**src/design/tstu_pkg.sv**
```systemverilog
// Shared types and constants of the timestamp slot table update block.
package tstu_pkg;

	localparam int SEQ_W = 32;
	localparam int TIME_W = 64;
	localparam int SLOT_W = 7;
	localparam int NOMINAL_LIMIT = 100;
	localparam logic [SEQ_W-1:0] SEQ_MAX = 32'hFFFF_FFFF;

	// Action codes reported with each result
	typedef enum logic [1:0] {
		ACT_UPDATE = 2'd0,
		ACT_REUSE  = 2'd1,
		ACT_APPEND = 2'd2,
		ACT_EVICT  = 2'd3
	} action_t;

	// Engine states, one-hot
	typedef enum logic [2:0] {
		ST_IDLE  = 3'b001,
		ST_SCAN  = 3'b010,
		ST_WRITE = 3'b100
	} state_t;

	// Result of one request
	typedef struct packed {
		logic [SLOT_W-1:0] slot;
		action_t           action;
	} result_t;

endpackage

```
**src/design/tstu_ram.sv**
```systemverilog
// Generic single-port-write, single-port-read RAM with registered read data.
module tstu_ram #(
	parameter int WIDTH = 32,
	parameter int DEPTH = 128,
	parameter int ADDR_W = (DEPTH > 1) ? $clog2(DEPTH) : 1
) (
	input  logic              clk,
	input  logic              wr_en,
	input  logic [ADDR_W-1:0] wr_addr,
	input  logic [WIDTH-1:0]  wr_data,
	input  logic              rd_en,
	input  logic [ADDR_W-1:0] rd_addr,
	output logic [WIDTH-1:0]  rd_data
);

	logic [WIDTH-1:0] mem [DEPTH];

	// Write port
	always_ff @(posedge clk) begin
		if (wr_en) begin
			mem[wr_addr] <= wr_data;
		end
	end

	// Registered read port
	always_ff @(posedge clk) begin
		if (rd_en) begin
			rd_data <= mem[rd_addr];
		end
	end

endmodule

```
**src/design/tstu_engine.sv**
```systemverilog
// Scan sequencer: walks the filled slots once, tracks match, stale and minimum, then writes back.
module tstu_engine
	import tstu_pkg::*;
#(
	parameter int TABLE_DEPTH = 128,
	parameter int FILL_LIMIT = (TABLE_DEPTH < NOMINAL_LIMIT) ? TABLE_DEPTH : NOMINAL_LIMIT,
	parameter int IDX_W = (FILL_LIMIT > 1) ? $clog2(FILL_LIMIT) : 1
) (
	input  logic              clk,
	input  logic              arst_n,
	input  logic              start,
	input  logic [SEQ_W-1:0]  entry_seq,
	input  logic [SEQ_W-1:0]  current_seq,
	input  logic              out_free,
	output logic              idle,
	output logic              rd_en,
	output logic [IDX_W-1:0]  rd_addr,
	input  logic [SEQ_W-1:0]  rd_data,
	output logic              wr_seq_en,
	output logic              wr_time_en,
	output logic [IDX_W-1:0]  wr_addr,
	output logic              done,
	output result_t           result
);

	localparam int CNT_W = $clog2(FILL_LIMIT + 1);
	localparam logic [CNT_W-1:0] LIMIT_C = CNT_W'(FILL_LIMIT);

	state_t           state_q;
	logic [CNT_W-1:0] fill_q;
	logic [CNT_W-1:0] cnt_q;
	logic             valid_s1;
	logic [IDX_W-1:0] addr_s1;
	logic             match_found_q;
	logic [IDX_W-1:0] match_idx_q;
	logic             stale_found_q;
	logic [IDX_W-1:0] stale_idx_q;
	logic [SEQ_W-1:0] min_val_q;
	logic [IDX_W-1:0] min_idx_q;
	logic             issue;
	action_t          action;
	logic [IDX_W-1:0] target;

	assign idle = (state_q == ST_IDLE);
	assign issue = (state_q == ST_SCAN) && (cnt_q < fill_q);
	assign rd_en = issue;
	assign rd_addr = cnt_q[IDX_W-1:0];
	assign done = (state_q == ST_WRITE) && out_free;

	// Pick the action from the scan results
	always_comb begin
		if (match_found_q) begin
			action = ACT_UPDATE;
			target = match_idx_q;
		end else if (stale_found_q) begin
			action = ACT_REUSE;
			target = stale_idx_q;
		end else if (fill_q < LIMIT_C) begin
			action = ACT_APPEND;
			target = fill_q[IDX_W-1:0];
		end else begin
			action = ACT_EVICT;
			target = min_idx_q;
		end
	end

	assign wr_time_en = done;
	assign wr_seq_en = done && (action != ACT_UPDATE);
	assign wr_addr = target;
	assign result.action = action;
	assign result.slot = SLOT_W'(target);

	// Sequencer, read pipeline and trackers
	always_ff @(posedge clk or negedge arst_n) begin
		if (!arst_n) begin
			state_q <= ST_IDLE;
			fill_q <= '0;
			cnt_q <= '0;
			valid_s1 <= 1'b0;
			addr_s1 <= '0;
			match_found_q <= 1'b0;
			match_idx_q <= '0;
			stale_found_q <= 1'b0;
			stale_idx_q <= '0;
			min_val_q <= SEQ_MAX;
			min_idx_q <= '0;
		end else begin
			unique case (state_q)
				ST_IDLE: begin
					if (start) begin
						state_q <= ST_SCAN;
						cnt_q <= '0;
						valid_s1 <= 1'b0;
						match_found_q <= 1'b0;
						stale_found_q <= 1'b0;
						min_val_q <= SEQ_MAX;
						min_idx_q <= '0;
					end
				end
				ST_SCAN: begin
					// advance the read address
					if (issue) begin
						cnt_q <= cnt_q + 1'b1;
					end
					valid_s1 <= issue;
					addr_s1 <= cnt_q[IDX_W-1:0];
					// evaluate the slot read last cycle
					if (valid_s1) begin
						if (!match_found_q && (rd_data == entry_seq)) begin
							match_found_q <= 1'b1;
							match_idx_q <= addr_s1;
						end
						if (!stale_found_q && (rd_data < current_seq)) begin
							stale_found_q <= 1'b1;
							stale_idx_q <= addr_s1;
						end
						if (rd_data < min_val_q) begin
							min_val_q <= rd_data;
							min_idx_q <= addr_s1;
						end
					end
					if (!issue && !valid_s1) begin
						state_q <= ST_WRITE;
					end
				end
				ST_WRITE: begin
					// hold until the output register can take the result
					if (out_free) begin
						state_q <= ST_IDLE;
						if (action == ACT_APPEND) begin
							fill_q <= fill_q + 1'b1;
						end
					end
				end
				default: begin
					state_q <= ST_IDLE;
				end
			endcase
		end
	end

	a_fill_bound: assert property (@(posedge clk) disable iff (!arst_n)
		fill_q <= LIMIT_C)
		else $error("fill count above limit");

	a_read_in_range: assert property (@(posedge clk) disable iff (!arst_n)
		valid_s1 |-> (CNT_W'(addr_s1) < fill_q))
		else $error("scan read beyond filled slots");

	a_write_ends_item: assert property (@(posedge clk) disable iff (!arst_n)
		wr_time_en |=> (state_q == ST_IDLE))
		else $error("engine not idle after write-back");

	a_append_grows: assert property (@(posedge clk) disable iff (!arst_n)
		(done && (action == ACT_APPEND)) |=> (fill_q == $past(fill_q) + 1'b1))
		else $error("append did not grow the table");

endmodule

```
**src/design/timestamp_slot_table_update.sv**
```systemverilog
// Top level of the timestamp slot table update block.
// Each request carries one timestamp entry and the stream's current sequence number; the block
// looks for a slot with the same sequence number, else the first stale slot, else appends, else
// evicts the lowest-index slot holding the smallest sequence number, and returns one result with
// the action taken and the slot written. The single read port of the sequence-number RAM is walked
// once over the filled slots, of which there are at most min(TABLE_DEPTH, 100); then the result
// is written back once the output register can take it. A new request is taken once the write-back
// is done, even while the previous result still waits in the output register.
// No clearing pass is needed after reset.
module timestamp_slot_table_update
	import tstu_pkg::*;
#(
	parameter int TABLE_DEPTH = 128
) (
	input  logic         clk,
	input  logic         arst_n,
	input  logic         s_tvalid,
	output logic         s_tready,
	input  logic [127:0] s_tdata,  // entry_seq[31:0], entry_time[95:32], current_seq[127:96]
	output logic         m_tvalid,
	input  logic         m_tready,
	output logic [15:0]  m_tdata   // action[1:0], slot[8:2], zero fill[15:9]
);

	localparam int FILL_LIMIT = (TABLE_DEPTH < NOMINAL_LIMIT) ? TABLE_DEPTH : NOMINAL_LIMIT;
	localparam int IDX_W = (FILL_LIMIT > 1) ? $clog2(FILL_LIMIT) : 1;

	logic [SEQ_W-1:0]  entry_seq_q;
	logic [TIME_W-1:0] entry_time_q;
	logic [SEQ_W-1:0]  current_seq_q;
	logic              m_tvalid_q;
	result_t           result_q;
	logic              accept;
	logic              out_free;
	logic              idle;
	logic              rd_en;
	logic [IDX_W-1:0]  rd_addr;
	logic [SEQ_W-1:0]  rd_data;
	logic              wr_seq_en;
	logic              wr_time_en;
	logic [IDX_W-1:0]  wr_addr;
	logic              done;
	result_t           result;

	assign s_tready = idle;
	assign accept = s_tvalid && s_tready;
	assign out_free = !m_tvalid_q || m_tready;
	assign m_tvalid = m_tvalid_q;
	assign m_tdata = {7'd0, result_q.slot, result_q.action};

	// Capture the request fields
	always_ff @(posedge clk) begin
		if (accept) begin
			entry_seq_q <= s_tdata[31:0];
			entry_time_q <= s_tdata[95:32];
			current_seq_q <= s_tdata[127:96];
		end
	end

	// Output register
	always_ff @(posedge clk or negedge arst_n) begin
		if (!arst_n) begin
			m_tvalid_q <= 1'b0;
		end else if (done) begin
			m_tvalid_q <= 1'b1;
		end else if (m_tready) begin
			m_tvalid_q <= 1'b0;
		end
	end

	always_ff @(posedge clk) begin
		if (done) begin
			result_q <= result;
		end
	end

	tstu_engine #(
		.TABLE_DEPTH(TABLE_DEPTH)
	) u_engine (
		.clk        (clk),
		.arst_n     (arst_n),
		.start      (accept),
		.entry_seq  (entry_seq_q),
		.current_seq(current_seq_q),
		.out_free   (out_free),
		.idle       (idle),
		.rd_en      (rd_en),
		.rd_addr    (rd_addr),
		.rd_data    (rd_data),
		.wr_seq_en  (wr_seq_en),
		.wr_time_en (wr_time_en),
		.wr_addr    (wr_addr),
		.done       (done),
		.result     (result)
	);

	// Sequence numbers of the slots
	tstu_ram #(
		.WIDTH(SEQ_W),
		.DEPTH(FILL_LIMIT),
		.ADDR_W(IDX_W)
	) u_seq_ram (
		.clk    (clk),
		.wr_en  (wr_seq_en),
		.wr_addr(wr_addr),
		.wr_data(entry_seq_q),
		.rd_en  (rd_en),
		.rd_addr(rd_addr),
		.rd_data(rd_data)
	);

	// Presentation times of the slots
	tstu_ram #(
		.WIDTH(TIME_W),
		.DEPTH(FILL_LIMIT),
		.ADDR_W(IDX_W)
	) u_time_ram (
		.clk    (clk),
		.wr_en  (wr_time_en),
		.wr_addr(wr_addr),
		.wr_data(entry_time_q),
		.rd_en  (1'b0),
		.rd_addr({IDX_W{1'b0}}),
		.rd_data()
	);

endmodule
```
**config.mk**
```make
export PLATFORM = sky130hd
export DESIGN_NAME = timestamp_slot_table_update
export DESIGN_NICKNAME = d
export VERILOG_FILES = /design/src/design/tstu_pkg.sv /design/src/design/tstu_ram.sv /design/src/design/tstu_engine.sv /design/src/design/timestamp_slot_table_update.sv
export SDC_FILE = /design/constraint.sdc
export NUM_CORES = 2
export LEC_CHECK = 0
export CORE_ASPECT_RATIO = 0.6
export CORE_MARGIN = 4
export CORE_UTILIZATION = 45
export DETAILED_ROUTE_END_ITERATION = 10
export DONT_BUFFER_PORTS = 1
export PLACE_DENSITY_LB_ADDON = 0.2
export RECOVER_POWER = 25
export SLEW_MARGIN = 30
export SYNTH_ARGS = -nofsm -noshare
export SYNTH_HDL_FRONTEND = slang
export SYNTH_SLANG_ARGS = --single-unit
export TNS_END_PERCENT = 10
```
**constraint.sdc**
```tcl
create_clock -name clk -period 6.66 [get_ports clk]
set_input_delay 0 -clock clk [delete_from_list [all_inputs] [get_ports clk]]
set_output_delay 0 -clock clk [all_outputs]
set_load 0.01 [all_outputs]
```
# --- Word-level counts from Yosys, hierarchy flattened ---
# Memory sizes are Yosys's and may differ from the RTL's. A register that Yosys moved wholly into a read port is not among the register bits.
# Index checks and enable logic that the tools add are counted.
totals:
  reg_bits: 154
  latchBits: 0
  mem_bits_rw: 3200
  romBits: 0
  in_bits: 132
  out_inout_bits: 18
  word_cells: 93
  memories: 1
classes:
  addsub: 2
  n_mul: 0
  div: 0
  order_cmp: 4
  eq_ne: 13
  n_shift: 0
  mux: 32
  n_bitwise: 0
  reduce_logical: 25
memory_table:
  columns: ["name", "words", "word_bits", "rd", "rd_ports_with_merged_regs", "wr", "line_no", "text"]
  rows:
  - ["u_seq_ram.mem", 100, 32, 1, 1, 1, "tstu_ram.sv:16", "logic [WIDTH-1:0] mem [DEPTH];"]
ops:
  columns: ["op", "count"]
  rows:
  - ["32-bit 2-to-1 mux", 3]
  - ["32-bit < comparator", 2]
  - ["32-bit one-hot mux with 2 select lines", 1]
  - ["7-bit 2-to-1 mux", 7]
  - ["32-bit == test", 1]
  - ["7-bit one-hot mux with 2 select lines", 2]
  - ["3-bit AND reduction", 5]
  - ["7-bit by 1-bit adder with 7-bit output (second input constant)", 2]
  - ["4-bit AND reduction", 3]
  - ["1-bit 2-to-1 mux", 10]
  - ["3-bit 2-to-1 mux", 3]
  - ["3-bit one-hot mux with 3 select lines", 1]
  - ["2-bit by 1-bit != test with 1-bit output (second input constant)", 4]
  - ["2-bit != test (second input constant)", 4]
  - ["1-bit logical AND", 7]
  - ["7-bit < comparator", 1]
  - ["7-bit < comparator (second input constant)", 1]
  - ["1-bit one-hot mux with 2 select lines", 3]
  - ["2-bit nonzero test", 3]
  - ["1-bit logical NOT", 5]
  - ["2-bit 2-to-1 mux", 2]
  - ["3-bit by 1-bit == test with 1-bit output (second input constant)", 1]
  - ["3-bit by 2-bit == test with 1-bit output (second input constant)", 1]
  - ["3-bit == test (second input constant)", 1]
  - ["other kinds (3)", 3]

# --- Depth between registers and ports, before layout ---
depth:
  word_depth: 8
  depth_mapped: 12
  mapped_depth_nobuf: 9

# --- Cells and area by module ---
# From an unflattened synthesis, not the netlist that was laid out.
unflattened:
  hier_cells: 6167
  hier_area_um2: 131043.2
modules_own_cells:
  columns: ["module", "instances", "cells_each", "area_per_inst_um2", "seq_area_each_um2"]
  rows:
  - ["tstu_ram", 1, 5502, 123236.9, 97053.1]
  - ["tstu_engine", 1, 580, 5504.0, 2043.2]
  - ["timestamp_slot_table_update", 1, 85, 2302.2, 2217.1]

# --- Worst setup path before layout ---
# OpenSTA, ideal clock, no wires.
synth_timing:
  kind: "register to register"
  startpoint: "reg u_engine.fill_q[2]"
  endpoint: "mem u_seq_ram.mem[72][0], enable pin"
  setup_ns: 0.421
  arrival_ns: 3.315
  required_time_ns: 6.239
  slack_ns: 2.924
  stages_incl_launch_ff: 10
  path_buffers: 2
  period_less_slack_ns: 3.736
  cell_sequence: "dfrtp_1 buf_2 o311a_1 mux2_2 mux2i_1 nand2b_1 o22ai_1 nand2_1 buf_2 nor2_1"
synth_between:
  elab_chain_len: 8
  elab_cells_between_ends: 11
  classes_between: "order compare (1); mux (8); reduce/logical (2)"
synth_lines:
  columns: ["item", "line_no", "text"]
  rows:
  - ["start: declaration", "tstu_engine.sv:30", "logic [CNT_W-1:0] fill_q;"]
  - ["start signal: assignment", "tstu_engine.sv:131", "fill_q <= fill_q + 1'b1;"]
  - ["7-bit < comparator", "tstu_engine.sv:58", "end else if (fill_q < LIMIT_C) begin"]
  - ["1-bit 2-to-1 mux", "tstu_engine.sv:58", null]
  - ["2-bit 2-to-1 mux", "tstu_engine.sv:55", "end else if (stale_found_q) begin"]
  - ["2-bit 2-to-1 mux", "tstu_engine.sv:52", "if (match_found_q) begin"]
  - ["2-bit nonzero test", "tstu_engine.sv:68", "assign wr_seq_en = done && (action != ACT_UPDATE);"]
  - ["1-bit logical AND", "tstu_engine.sv:68", null]
  - ["1-bit 2-to-1 mux", "tstu_ram.sv:20", "if (wr_en) begin"]
  - ["1-bit 2-to-1 mux (not written as such)", "tstu_ram.sv:21", "mem[wr_addr] <= wr_data;"]
  - ["end: declaration", "tstu_ram.sv:16", null]
# Parallel ways exist; a longest one is shown, timed or not.

# --- Final worst setup path ---
layout_timing:
  startpoint: "reg entry_seq_q[6]"
  endpoint: "mem u_seq_ram.mem[51][6] (data pin)"
layout_lines:
  columns: ["item", "line_no", "text"]
  rows:
  - ["start: declaration", "timestamp_slot_table_update.sv:28", "logic [SEQ_W-1:0] entry_seq_q;"]
  - ["start signal: assignment", "timestamp_slot_table_update.sv:54", "entry_seq_q <= s_tdata[31:0];"]
# Straight into the memory's write port.

==> qor.csv <==
metric;value;unit
period utilization;0.853;
Routed Antenna Nets;0;
slew margin rel.;-2.40;
RSZ-0062 raised after global routing;no;
Worst R2R Start;entry_seq_q[6];
Post CTS Setup Buffer Count;0;
Routed WL per cell;36.5;um
Clock Skew;0.0628;ns
crit path buf inv count;3;
drt via density;6.30;
Pre-antenna DRT Iters;6;
Synth cell types;68;
pin count of the biggest net entering global routing;93;
worst-path fanout max;48;
area grow syn2layout;13.6;%
worst hold-check path type;input pin to flip-flop;
hold_sp;m_tready;
Die H;427;um
post-synth design cell area;132000;um^2
core area;290000;um^2
Max H-tree Level;5;
synth warn;0;
vias in the first global route;64700;
reg2reg path depth;3;
Hold Crit Depth;5;
pre-CTS setup slack;1.97;ns
Max Root-Sink Buffers;4;
final setup fails;0;
Slowest Stage Delay on Critical Path;1.92;ns
initial antenna violation count;25;
HPWL Detailed;235;mm
routed wire length;388;mm
hold endpoint;u_engine.state_q[2];
most frequent cell on the critical path;clkbuf_1;
part of the Yosys area used for sequential elements;0.770;
Hold Fails Final Rpt;0;
via count;66900;
critical path class;flip-flop to flip-flop;
FP Rows;153;
Slew Viols, Final;1810;
Critical Path End Type;flip-flop;
post-placement cell count;9917;
ys async rst share;0.0239;
Worst Max-Slew Pin Slew;5.09;ns
crit path cell chain;clkbuf_1 -> clkbuf_1 -> clkbuf_1;
most common cell after layout, fill and taps aside;edfxtp_1;
pwr dens;364;nW/um^2
Tmin final;5.68;ns
Initial Utilization;0.453;
slowest CP cell;clkbuf_1;
Final Net Count;6700;
fin cells;10600;
Layout Utilization;0.515;
Die ar.;301000;um^2
commonest cells after routing, fill and taps aside;edfxtp_1 (3305), mux4_2 (831), clkbuf_16 (315);
TritonCTS clock tree;done;
DRC Markers;0;
GP Congestion;0.874;
LEAKAGE;47.1;nW
#FFs+latches synth;3386;
GRT Overall Usage;0.255;
clock latency at the later pin of the worst-skew pair;0.90;ns
failing checks;max-capacitance violations, max-slew violations;
First DRT Iteration DRCs;10400;
crit-path leading delay family;buffers and inverters;
Max Fclk;0.176;GHz
grt ovf;0;
Mean Syn Cell Area;21.8;um^2
number of synthesized flops with an enable pin;3305;
Die X;706;um
VDD IR max;0.231;mV
outcome;complete, but fails checks;
setup TNS;0;ns
Post-Syn Instances;6042;
Buffers on Ports;0;
fillcell total;22500;
Synth Flop Type;edfxtp_1;
fin worst setup slack;0.980;ns
Max Cap Violations;40;
CTS Buf Count;305;
root buf cell;clkbuf_16;
share of cells above drive strength 1;0.255;
clock sinks;3386;
Worst Setup Start Kind;flip-flop;
R2R setup slack;0.98;ns
RR Endpoint;u_seq_ram.mem[51][6];
critical path arrival;5.97;ns
CTS clk-pin slew, worst paths;0.06;ns
first-pass GRT wire length;533;mm
Req. time, crit path;6.95;ns
I/O pin cnt;150;
==> how the worst max path moves through the flow <==
stage / from / endpoint / slack (ns) / cells after the start
final: entry_seq_q[6] / u_seq_ram.mem[51][6] / 0.98 / 3
after global routing: entry_seq_q[6] / u_seq_ram.mem[51][6] / 0.84 / 3
after CTS: u_engine.match_found_q / u_seq_ram.mem[59][19] / 1.92 / 5
after detailed placement: u_engine.match_found_q / u_seq_ram.mem[59][26] / 1.97 / 5
after global placement: u_engine.match_found_q / u_seq_ram.mem[33][11] / 2.04 / 5
after floorplan: u_engine.fill_q[2] / u_seq_ram.mem[72][0] / 2.92 / 9
==> synth_stat cells (all sizes together) (30+ instances only) <==
| cell type | count | share of area |
|---|---|---|
| dfrtp | 48 | 0.0091 |
| o21ai | 61 | 0.0023 |
| mux4 | 831 | 0.14 |
| o22ai | 38 | 0.0018 |
| a21oi | 108 | 0.0041 |
| a22oi | 59 | 0.0034 |
| buf | 217 | 0.012 |
| inv | 92 | 0.0026 |
| ha | 70 | 0.0067 |
| nand2 | 230 | 0.0066 |
| a31oi | 31 | 0.0015 |
| edfxtp | 3305 | 0.75 |
| mux2 | 30 | 0.0026 |
| nor2 | 221 | 0.0063 |
| dfstp | 33 | 0.0066 |
| mux2i | 219 | 0.017 |
| clkbuf | 101 | 0.0029 |
| nand3 | 51 | 0.0019 |
==> per-layer routing <==
layer | vias up | track usage | share of wire
met3 | 513 | 0.0987 | 0.15
met2 | 4101 | 0.348 | 0.41
met5 | - | 0 | 0.00051
li1 | 26200 | - | -
met1 | 36100 | 0.387 | 0.42
met4 | 4 | 0.0601 | 0.026
==> logic make-up (layout without fill, tap and decap cells) <==
family | Yosys count | count (layout) | share of synthesized area
mux | 1080 | 1080 | 0.161
other cells | 1 | 18 | 0.0000285
flops | 3386 | 3386 | 0.770
simple gates | 602 | 602 | 0.0194
buf+inv | 411 | 1096 | 0.0171
xor+xnor | 33 | 33 | 0.00220
compound gates | 459 | 459 | 0.0235
fa+ha+maj | 70 | 70 | 0.00665
==> state kept, by name, summed over array words and instances (netlist names) <==
name                    flops
current_seq_q              32
entry_seq_q                32
m_tdata                     9
m_tvalid                    1
u_engine.addr_s1            7
u_engine.fill_q             7
u_engine.match_found_q      1
u_engine.match_idx_q        7
u_engine.min_idx_q          7
u_engine.min_val_q         32
u_engine.rd_addr            7
u_engine.stale_found_q      1
u_engine.stale_idx_q        7
u_engine.state_q            3
u_engine.valid_s1           1
u_seq_ram.mem            3200
u_seq_ram.rd_data          32
==> power breakdown <==
group          internal, W  switching [W]  total (W)
Sequential          0.0246       0.000415     0.0250
Clock              0.00954        0.00777     0.0173
Combinational      0.00513        0.00710     0.0122
==> timing repair <==
action | in CTS | in global routing
hold buffers | 136 | 0
gates resized for setup | 0 | 0
endpoints found under the hold margin | 164 | 0
==> tightest hold or removal path, cell delays in order <==
cell	delay [ns]
dlygate4sd3_1	0.52
nand2b_1	0.19
nor2_1	0.06
a21oi_1	0.14
nor2_1	0.05
==> through the flow <==
stage	area (um^2)	hold slack [ns]	total power [W]
CTS	149000	0.0187	0.0546
global route	150000	0.116	0.0563
finish	150000	0.123	0.0545
global placement	138000	-0.292	0.0373
floorplan	132000	-0.296	0.0335
detailed placement	139000	-0.292	0.0375
==> area by class of cell <==
cell class	count	area [um^2]	area share
inverters	93	359	0.00240
repair buffers	461	4600	0.0308
well taps	3875	4850	0.0324
multi-input cells	2251	28900	0.193
clock inverters	155	1290	0.00865
flip-flops and latches	3386	101000	0.678
clock buffers	387	8160	0.0546
diodes	11	27.5	0.000184
Power figures use the tool's default switching activity.
